## src/rtl/core/lpht_pkg.sv

```systemverilog
// Shared constants and types for the linear probing hash table core.
package lpht_pkg;

  localparam int KEY_W           = 32;
  localparam int STATUS_W        = 2;
  localparam int SLOT_W          = 4;
  localparam int ENTRY_W         = KEY_W + 1;
  localparam int DEF_TABLE_SLOTS = 16;

  localparam logic MODE_INSERT = 1'b0;
  localparam logic MODE_SEARCH = 1'b1;

  typedef enum logic [STATUS_W-1:0] {
    ST_INSERTED = 2'd0,
    ST_FULL     = 2'd1,
    ST_FOUND    = 2'd2,
    ST_MISSING  = 2'd3
  } status_t;

endpackage

```

## src/rtl/core/linear_probe_hash_table_core.sv

```systemverilog
// Top level of the open-addressing hash table with linear probing.
//
// Command channel: an operation is taken at a rising edge with start high and
// busy low; mode selects insert or search, key is the 32-bit key.
// Result channel: done is high for exactly one cycle with status and slot;
// the receiver cannot stall, so results are never held back.
// Each transfer computes the home slot (key mod TABLE_SLOTS) in a registered
// remainder unit (reciprocal multiply, then a low-bit fix-up), then probes
// the slot RAM at one entry a cycle (one read port, registered read data).
// An operation makes 1 to TABLE_SLOTS probes; done is raised as the core
// returns to idle, so a new command can be taken while done is still shown,
// but none is taken while an operation is under way.
// Keys and valid bits share one RAM entry. After reset a clearing pass
// empties every slot in turn; busy stays high during it.
// Duplicate keys are stored again; search returns the first copy met.
module linear_probe_hash_table_core #(
  parameter int TABLE_SLOTS = lpht_pkg::DEF_TABLE_SLOTS
) (
  input  logic                          clk,
  input  logic                          rst,
  input  logic                          start,
  output logic                          busy,
  input  logic                          mode,
  input  logic [lpht_pkg::KEY_W-1:0]    key,
  output logic                          done,
  output logic [lpht_pkg::STATUS_W-1:0] status,
  output logic [lpht_pkg::SLOT_W-1:0]   slot
);
  import lpht_pkg::*;

  localparam int SW = $clog2(TABLE_SLOTS);

  typedef enum logic [1:0] {
    S_CLEAR,
    S_IDLE,
    S_HASH,
    S_PROBE
  } state_t;

  state_t           state;
  logic [SW-1:0]    pos;
  logic [SW-1:0]    cnt;
  logic             op_mode;
  logic [KEY_W-1:0] op_key;

  logic [SW-1:0]      pos_inc;
  logic               pos_last;
  logic               cnt_last;
  logic               mod_start;
  logic               mod_done;
  logic [SW-1:0]      mod_rem;
  logic               ram_we;
  logic [ENTRY_W-1:0] ram_wdata;
  logic [SW-1:0]      ram_raddr;
  logic [ENTRY_W-1:0] ram_rdata;
  logic               ent_valid;
  logic               ent_match;
  logic               probe_end;
  status_t            probe_status;
  logic               probe_hit;

  assign busy      = (state != S_IDLE);
  assign mod_start = (state == S_IDLE) && start;
  assign pos_last  = (pos == SW'(TABLE_SLOTS - 1));
  assign pos_inc   = pos_last ? '0 : pos + 1'b1;
  assign cnt_last  = (cnt == SW'(TABLE_SLOTS - 1));
  assign ent_valid = ram_rdata[KEY_W];
  assign ent_match = ram_rdata[KEY_W-1:0] == op_key;
  assign ram_raddr = (state == S_HASH) ? mod_rem : pos_inc;

  lpht_mod #(
    .DIVISOR (TABLE_SLOTS)
  ) u_mod (
    .clk      (clk),
    .rst      (rst),
    .start    (mod_start),
    .dividend (key),
    .done     (mod_done),
    .rem      (mod_rem)
  );

  lpht_ram #(
    .WIDTH (ENTRY_W),
    .DEPTH (TABLE_SLOTS)
  ) u_ram (
    .clk   (clk),
    .we    (ram_we),
    .waddr (pos),
    .wdata (ram_wdata),
    .raddr (ram_raddr),
    .rdata (ram_rdata)
  );

  always_comb begin
    probe_end    = 1'b0;
    probe_hit    = 1'b0;
    probe_status = ST_MISSING;
    if (op_mode == MODE_INSERT) begin
      if (!ent_valid) begin
        probe_end    = 1'b1;
        probe_hit    = 1'b1;
        probe_status = ST_INSERTED;
      end else if (cnt_last) begin
        probe_end    = 1'b1;
        probe_status = ST_FULL;
      end
    end else begin
      if (!ent_valid) begin
        probe_end    = 1'b1;
        probe_status = ST_MISSING;
      end else if (ent_match) begin
        probe_end    = 1'b1;
        probe_hit    = 1'b1;
        probe_status = ST_FOUND;
      end else if (cnt_last) begin
        probe_end    = 1'b1;
        probe_status = ST_MISSING;
      end
    end
  end

  assign ram_we = (state == S_CLEAR) ||
                  ((state == S_PROBE) && (op_mode == MODE_INSERT) && !ent_valid);
  assign ram_wdata = (state == S_CLEAR) ? '0 : {1'b1, op_key};

  always_ff @(posedge clk) begin
    if (rst) begin
      state <= S_CLEAR;
      pos   <= '0;
      done  <= 1'b0;
    end else begin
      done <= 1'b0;
      unique case (state)
        S_CLEAR: begin
          pos <= pos_inc;
          if (pos_last) begin
            state <= S_IDLE;
          end
        end
        S_IDLE: begin
          if (start) begin
            op_mode <= mode;
            op_key  <= key;
            state   <= S_HASH;
          end
        end
        S_HASH: begin
          if (mod_done) begin
            pos   <= mod_rem;
            cnt   <= '0;
            state <= S_PROBE;
          end
        end
        S_PROBE: begin
          if (probe_end) begin
            done   <= 1'b1;
            status <= probe_status;
            slot   <= probe_hit ? SLOT_W'(pos) : '0;
            state  <= S_IDLE;
          end else begin
            pos <= pos_inc;
            cnt <= cnt + 1'b1;
          end
        end
        default: state <= S_IDLE;
      endcase
    end
  end

`ifndef SYNTHESIS
  a_done_after_probe: assert property (@(posedge clk) disable iff (rst)
    done |-> $past(state) == S_PROBE)
    else $error("result strobe without a probe");

  a_slot_zero_on_miss: assert property (@(posedge clk) disable iff (rst)
    done && (status == ST_FULL || status == ST_MISSING) |-> slot == '0)
    else $error("nonzero slot on full or missing");

  a_no_write_idle: assert property (@(posedge clk) disable iff (rst)
    (state == S_IDLE || state == S_HASH) |-> !ram_we)
    else $error("table write outside probe or clear");

  a_busy_after_accept: assert property (@(posedge clk) disable iff (rst)
    start && !busy |=> busy && !done)
    else $error("busy not raised after accepted transfer");

  a_insert_writes_on_done: assert property (@(posedge clk) disable iff (rst)
    done && status == ST_INSERTED |-> $past(ram_we))
    else $error("insert reported without a table write");
`endif

endmodule

```

## src/rtl/core/lpht_ram.sv

```systemverilog
// Generic single-write, single-read synchronous RAM with registered read data.
module lpht_ram #(
  parameter int WIDTH = 8,
  parameter int DEPTH = 16
) (
  input  logic                     clk,
  input  logic                     we,
  input  logic [$clog2(DEPTH)-1:0] waddr,
  input  logic [WIDTH-1:0]         wdata,
  input  logic [$clog2(DEPTH)-1:0] raddr,
  output logic [WIDTH-1:0]         rdata
);

  logic [WIDTH-1:0] mem [DEPTH];

  always_ff @(posedge clk) begin
    if (we) begin
      mem[waddr] <= wdata;
    end
    rdata <= mem[raddr];
  end

endmodule

```

## src/rtl/core/lpht_mod.sv

```systemverilog
// Remainder of a key by the table size, by reciprocal multiplication and a registered low-bit fix-up.
module lpht_mod #(
  parameter int DIVISOR = lpht_pkg::DEF_TABLE_SLOTS
) (
  input  logic                       clk,
  input  logic                       rst,
  input  logic                       start,
  input  logic [lpht_pkg::KEY_W-1:0] dividend,
  output logic                       done,
  output logic [$clog2(DIVISOR)-1:0] rem
);
  import lpht_pkg::*;

  localparam int RW = $clog2(DIVISOR);
  localparam int PW = 2 * KEY_W + 1;
  localparam logic [KEY_W:0] RECIP =
    (KEY_W+1)'(((64'd1 << (KEY_W + RW)) / DIVISOR) + 1);
  localparam logic [RW-1:0] DIV_LO = RW'(DIVISOR);

  logic          run;
  logic [RW-1:0] key_lo;
  logic [RW-1:0] quo_lo;
  logic [PW-1:0] prod;

  // quotient = (key * RECIP) >> (KEY_W + RW); only its low bits are needed
  assign prod = PW'(dividend) * PW'(RECIP);

  always_ff @(posedge clk) begin
    if (rst) begin
      run  <= 1'b0;
      done <= 1'b0;
    end else begin
      done <= 1'b0;
      run  <= start;
      if (start) begin
        key_lo <= dividend[RW-1:0];
        quo_lo <= prod[KEY_W+RW +: RW];
      end
      if (run) begin
        rem  <= key_lo - RW'(quo_lo * DIV_LO);
        done <= 1'b1;
      end
    end
  end

endmodule

```

## config.mk

```make
export PLATFORM = sky130hd
export DESIGN_NAME = linear_probe_hash_table_core
export DESIGN_NICKNAME = d
export VERILOG_FILES = /design/src/rtl/core/lpht_pkg.sv /design/src/rtl/core/linear_probe_hash_table_core.sv /design/src/rtl/core/lpht_ram.sv /design/src/rtl/core/lpht_mod.sv
export SDC_FILE = /design/constraint.sdc
export NUM_CORES = 1
export LEC_CHECK = 0
export ABC_AREA = 1
export BUFFER_PORTS_ARGS = -buffer_cell sky130_fd_sc_hd__buf_4
export CAP_MARGIN = 15
export CORE_UTILIZATION = 59
export DETAILED_ROUTE_END_ITERATION = 8
export PLACE_DENSITY = 0.75
export SLEW_MARGIN = 20
export SYNTH_ARGS = -nofsm -noshare
export SYNTH_HDL_FRONTEND = slang
export SYNTH_HIERARCHICAL = 1
export SYNTH_SLANG_ARGS = --single-unit
```

## constraint.sdc

```tcl
create_clock -name clk -period 4.8 [get_ports clk]
set_input_delay 0.72 -clock clk [delete_from_list [all_inputs] [get_ports clk]]
set_output_delay 0.72 -clock clk [all_outputs]
set_load 0.02 [all_outputs]
```

### Yosys cells after proc, flatten, opt, wreduce, memory -nomap -nowiden

Memory sizes are Yosys's and may differ from the RTL's. A register that Yosys moved wholly into a read port is not among the register bits.
Cells that the tools add are included.

| storage, ports and cells | value |
|---|---|
| flip-flop bits (word level) | 60 |
| bits in latches | 0 |
| RAM bits | 528 |
| memory bits (read-only) | 0 |
| bits of input ports | 36 |
| output and inout port bits | 8 |
| logic and storage cells | 78 |
| memories | 1 |

Memory list:

| name | depth | width | rd ports | clocked after Yosys merged registers in | write ports | RTL line | RTL |
|---|---|---|---|---|---|---|---|
| u_ram.mem | 16 | 33 | 1 | 1 | 1 | lpht_ram.sv:14 | `logic [WIDTH-1:0] mem [DEPTH];` |

| operators by class | value |
|---|---|
| add/sub/neg operators | 2 |
| $mul | 0 |
| div/mod/pow operators | 0 |
| order comparisons | 0 |
| equality and inequality tests | 12 |
| shift operators | 0 |
| muxes and demuxes | 32 |
| bitwise gates (word level) | 3 |
| reductions and logical operators | 16 |

Operator list:

| kind | count |
|---|---|
| $mux W33 | 1 |
| $eq A32 B32 Y1 | 1 |
| $mux W4 | 6 |
| $mux W1 | 15 |
| $mux W2 | 7 |
| $pmux W4 S3 | 1 |
| $reduce_and A3 Y1 | 3 |
| $add A4 B1 Y4 const B | 2 |
| $eq A4 B4 Y1 const B | 2 |
| $ne A2 B2 Y1 const B | 4 |
| $pmux W2 S4 | 1 |
| $pmux W4 S2 | 1 |
| $reduce_and A4 Y1 | 2 |
| $eq A2 B2 Y1 const B | 2 |
| $ne A2 B1 Y1 const B | 2 |
| $reduce_and A2 Y1 | 2 |
| $logic_and A1 B1 Y1 | 3 |
| $not A1 Y1 | 3 |
| $reduce_bool A3 Y1 | 1 |
| $eq A2 B1 Y1 const B | 1 |
| $logic_not A2 Y1 | 1 |
| $reduce_bool A2 Y1 | 1 |
| $reduce_or A2 Y1 | 1 |
| $logic_not A1 Y1 | 1 |
| $logic_or A1 B1 Y1 | 1 |

### Logic depth before layout (Yosys ltp)

| depth | value |
|---|---|
| word-level depth | 7 |
| depth in mapped cells | 15 |
| mapped depth without buffers | 15 |

### Cells and area by module

Netlist, hierarchy kept.

Modules (own cells, without submodules):

| module | times used | cells an instance | area an instance (µm²) | sequential area each (µm²) |
|---|---|---|---|---|
| lpht_ram | 1 | 2185 | 23241.0 | 16515.8 |
| linear_probe_hash_table_core | 1 | 340 | 2741.4 | 1431.4 |
| lpht_mod | 1 | 16 | 302.8 | 280.3 |

### Least setup slack after synthesis

Ideal clock, no wire load.

| timing | value |
|---|---|
| path kind | reg2reg |
| from | register state[0] |
| to | memory u_ram/mem[12][0] (netlist name), enable pin |
| setup time | 0.423 ns |
| data arrival time | 2.721 ns |
| data required time | 4.377 ns |
| setup slack | 1.656 ns |
| stages on the path, launching flop included | 6 |
| buffers on the path | 0 |
| clock period less this slack | 3.144 ns |
| path through | dfxtp_1 > ha_1 > inv_1 > o31ai_1 > nand3_1 > nor2_1 |

| between the ends | value |
|---|---|
| longest elaborated chain between the ends | 6 |
| elaborated cells on any way between the ends | 7 |
| those cells by class | eq/ne (1); mux (2); reduce/logical (4) |

RTL lines:

| element | RTL line | RTL |
|---|---|---|
| start, declared | linear_probe_hash_table_core.sv:40 | `state_t state;` |
| start signal, assigned | linear_probe_hash_table_core.sv:128 | `state <= S_CLEAR;` |
| start signal, assigned | linear_probe_hash_table_core.sv:137 | `state <= S_IDLE;` |
| start signal, assigned | linear_probe_hash_table_core.sv:144 | `state <= S_HASH;` |
| $eq A2 B2 Y1 | linear_probe_hash_table_core.sv:123 | `((state == S_PROBE) && (op_mode == MODE_INSERT) && !ent_valid);` |
| $logic_and A1 B1 Y1 (2 in a row) | linear_probe_hash_table_core.sv:123 |  |
| $logic_or A1 B1 Y1 * | linear_probe_hash_table_core.sv:122 | `assign ram_we = (state == S_CLEAR) \|\|` |
| net ram_we | linear_probe_hash_table_core.sv:52 | `logic ram_we;` |
| $mux W1 * | lpht_ram.sv:17 | `if (we) begin` |
| $mux W1 (not written as such) * | lpht_ram.sv:18 | `mem[waddr] <= wdata;` |
| end, declared | lpht_ram.sv:14 |  |

The timed path passes the listed nets; every way through them passes the cells marked *.

### Final worst setup path

| timing | value |
|---|---|
| from | register state[0] |
| to | register u_ram.rdata[28] (read register of u_ram.mem) |

| between the ends | value |
|---|---|
| longest elaborated chain between the ends | 2 |

RTL lines:

| element | RTL line | RTL |
|---|---|---|
| $eq A2 B2 Y1 | linear_probe_hash_table_core.sv:69 | `assign ram_raddr = (state == S_HASH) ? mod_rem : pos_inc;` |
| $mux W4 | linear_probe_hash_table_core.sv:69 |  |
| net ram_raddr[3] | linear_probe_hash_table_core.sv:54 | `logic [SW-1:0] ram_raddr;` |
| end, declared | lpht_ram.sv:11 | `output logic [WIDTH-1:0] rdata` |

The timed path passes the listed nets, and every way through them passes these cells.
A chain may end at the register's enable or synchronous reset.

==> impl_metrics.env <==
export IMPL_insertion_delay_ps=640
export IMPL_grt_overflow_total=0
export IMPL_min_delay_start="key[13]"
export IMPL_seqCellArea_um2=18200
export IMPL_core_area_um2=43600
export IMPL_rr_startpoint="state[0]"
export IMPL_antenna_found_initial=0
export IMPL_tritoncts="done"
export IMPL_fin_ws_ps=1230
export IMPL_hold_depth=1
export IMPL_met1_usage_pct=35.8
export IMPL_arrival_ps=4090
export IMPL_area_growth_pct=12.0
export IMPL_period_needed_ps=3570
export IMPL_fin_area_um2=29400
export IMPL_routed_wl_um=61000
export IMPL_fin_util_pct=67.6
export IMPL_start_util_pct=60.4
export IMPL_cts_max_level=2
export IMPL_final_cell_mix="787 x nand2_1, 579 x edfxtp_1, 468 x inv_1"
export IMPL_internal_power_mw=9.02
export IMPL_routedWlPerCell_um=19.0
export IMPL_dp_cells=3093
export IMPL_p_leak_nw=12.6
export IMPL_worst_r2r_endpoint="u_ram/rdata[28]"
export IMPL_tightest_slew_ps=1120
export IMPL_gp_congestion=0.790
export IMPL_synth_seq_area_share_pct=69.3
export IMPL_layout_commonest_cell="nand2_1"
export IMPL_drcViolationCount=0
export IMPL_slew_headroom_pct=25.2
export IMPL_rows=76
export IMPL_ys_types=31
export IMPL_critPathMaxFanout=35
export IMPL_cts_buffer_depth=3
export IMPL_syn_inst=2541
export IMPL_postCtsResizedCells=0
export IMPL_postSynthAreaPerCell_um2=10.3
export IMPL_fillers=3145
export IMPL_r2r_setup_slack_ps=1230
export IMPL_grtUsageTotal_pct=27.5
export IMPL_setup_viol=0
export IMPL_syn_area_um2=26300
export IMPL_pin_count=44
export IMPL_ant_nets=0
export IMPL_synth_edff_count=579
export IMPL_syn_nets=2584
export IMPL_worstPathRequired_ps=5320
export IMPL_min_to="op_key[13]"
export IMPL_layout_nets=2614
export IMPL_cellPowerDensity_nw_per_um2=401
export IMPL_diodes=0
export IMPL_total_power_mw=11.8
export IMPL_post_cts_buffers=0
export IMPL_clk_pin_slew_ps=60
export IMPL_status="completed"
export IMPL_dpl_hpwl_um=33700
export IMPL_min_path_type="in2reg"
export IMPL_ir_drop_v=0.000438
export IMPL_synthArstFlopShare_pct=0
export IMPL_grt_pass1_wl_um=93400
export IMPL_ys_warn_count=6
export IMPL_cts_sinks=621
export IMPL_clock_skew_ps=24.0
export IMPL_fmaxAchievable_ghz=0.280
export IMPL_pwr_share_seq_pct=51.7
export IMPL_p_switching_mw=2.78
export IMPL_grt_pass1_vias=17200
export IMPL_reg2reg_depth=12
export IMPL_chipWidth_um=213
export IMPL_crit_path_end_kind="flop"
export IMPL_drt_iter0_markers=1937
export IMPL_cts_buffers=61
export IMPL_clkPwrFrac_pct=39.5
export IMPL_synth_ff_type="edfxtp_1"
export IMPL_slew_viol_final=0
export IMPL_final_cells=3204
export IMPL_busiest_layer="met2"
export IMPL_criticalPathCategory="reg2reg"
export IMPL_p_comb_share_pct=8.8
export IMPL_grtUsageMet3_pct=3.63
export IMPL_drv_cap=0
export IMPL_first_pass_iters=6
export IMPL_rsz0062_at_grt="no"
export IMPL_drive_gt1_share_pct=7.98
export IMPL_grt_max_degree=195
export IMPL_viasPerCell=5.52
export IMPL_placed_area_um2=27500
export IMPL_gr_usage_met2_pct=45.9
export IMPL_vias=17700
export IMPL_critPathLaunchType="flop"
export IMPL_finalCritPeriodShare_pct=74.3
export IMPL_setup_tns_final_ps=0
export IMPL_swShare_pct=23.6
export IMPL_hold_worst_slack_ps=253
export IMPL_root_buffer="clkbuf_16"
export IMPL_post_place_ws_ps=1350
export IMPL_die_area_um2=45400
export IMPL_final_hold_violation_count=0
export IMPL_ys_seq_elements=621
export IMPL_cts_hold_buf=0
export IMPL_numPortBuffers=43
export IMPL_die_h_um=213
export IMPL_multi_input_area_um2=5870
-- logic make-up after synthesis --
| logic type | count (synthesis) | share of synthesized area [%] |
|---|---|---|
| simple gates | 1297 | 20.7 |
| flops | 621 | 69.3 |
| buf+inv | 590 | 8.91 |
| compound gates | 16 | 0.319 |
| xor+xnor | 9 | 0.300 |
| fa+ha+maj | 7 | 0.333 |
| mux | 1 | 0.0571 |
-- worst max path at each step --
stage,from,endpoint,slack [ps],cells past startpoint
floorplan,state[0],u_ram/mem[12][0],1660,5
global placement,state[0],u_ram/rdata[28],1490,12
detailed placement,state[0],u_ram/rdata[30],1350,12
CTS,state[0],u_ram/rdata[21],1320,12
global route,state[0],u_ram/rdata[28],1100,12
finish,state[0],u_ram/rdata[28],1230,12
-- critical path: stages (launching register included) --
cell and delay [ps]:
dfxtp_1 420, inv_1 100, ha_1 280, inv_1 160, o21ai_0 180, a21oi_1 160
o21ai_0 120, nand2_2 70, buf_4 460, clkinv_1 770, buf_4 480, nand3_1 150
nand2_1 60
-- sequential cells by signal (all words and copies together), names as in the netlist --
signal	count
u_ram/mem	528
u_ram/rdata	33
op_key	32
cnt	4
pos	4
slot	4
u_mod/key_lo	4
u_mod/rem	4
state	2
status	2
done	1
op_mode	1
u_mod/done	1
u_mod/run	1
-- layer usage --
| layer | vias up | wire (um) |
|---|---|---|
| met1 | 8497 | 23900 |
| li1 | 8207 | - |
| met5 | - | 0 |
| met2 | 820 | 29800 |
| met4 | 0 | 2480 |
| met3 | 163 | 4810 |
-- power by group through the flow --
stage	Sequential, mW	Combinational [mW]	Clock (mW)
4_1_cts	6.10	1.03	4.71
5_1_grt	6.11	1.15	4.91
3_3_place_gp	6.20	0.994	0
3_5_place_dp	6.21	1.02	0
6_report	6.10	1.04	4.66
2_1_floorplan	6.19	0.723	0
-- synthesized netlist by cell type, types with 3 or more instances --
cell      number  area (um^2)
buf_2         74          370
inv_1        471         1770
inv_2          7         26.3
nand3_1      403         2020
clkbuf_1      14         52.6
ha_1           7         87.6
buf_1         15         56.3
xor2_1         6         52.6
nor2_2         6         37.5
edfxtp_1     579        17400
nor3_1         3         15.0
nor2_1        85          319
o21ai_0        9         45.0
a21oi_1        4         20.0
nand2_1      788         2960
buf_4          9         67.6
xnor2_1        3         26.3
dfxtp_1       42          841
-- layout make-up --
type / instances / share of cell area (%)
multi-input combinational: 1330 / 20.0
timing repair buffer: 79 / 2.92
sequential: 621 / 61.9
clock inverter: 28 / 1.09
inverter: 478 / 6.14
tap: 585 / 2.49
clock buffer: 83 / 5.50
Note: power is estimated with default switching activity, not from simulation.
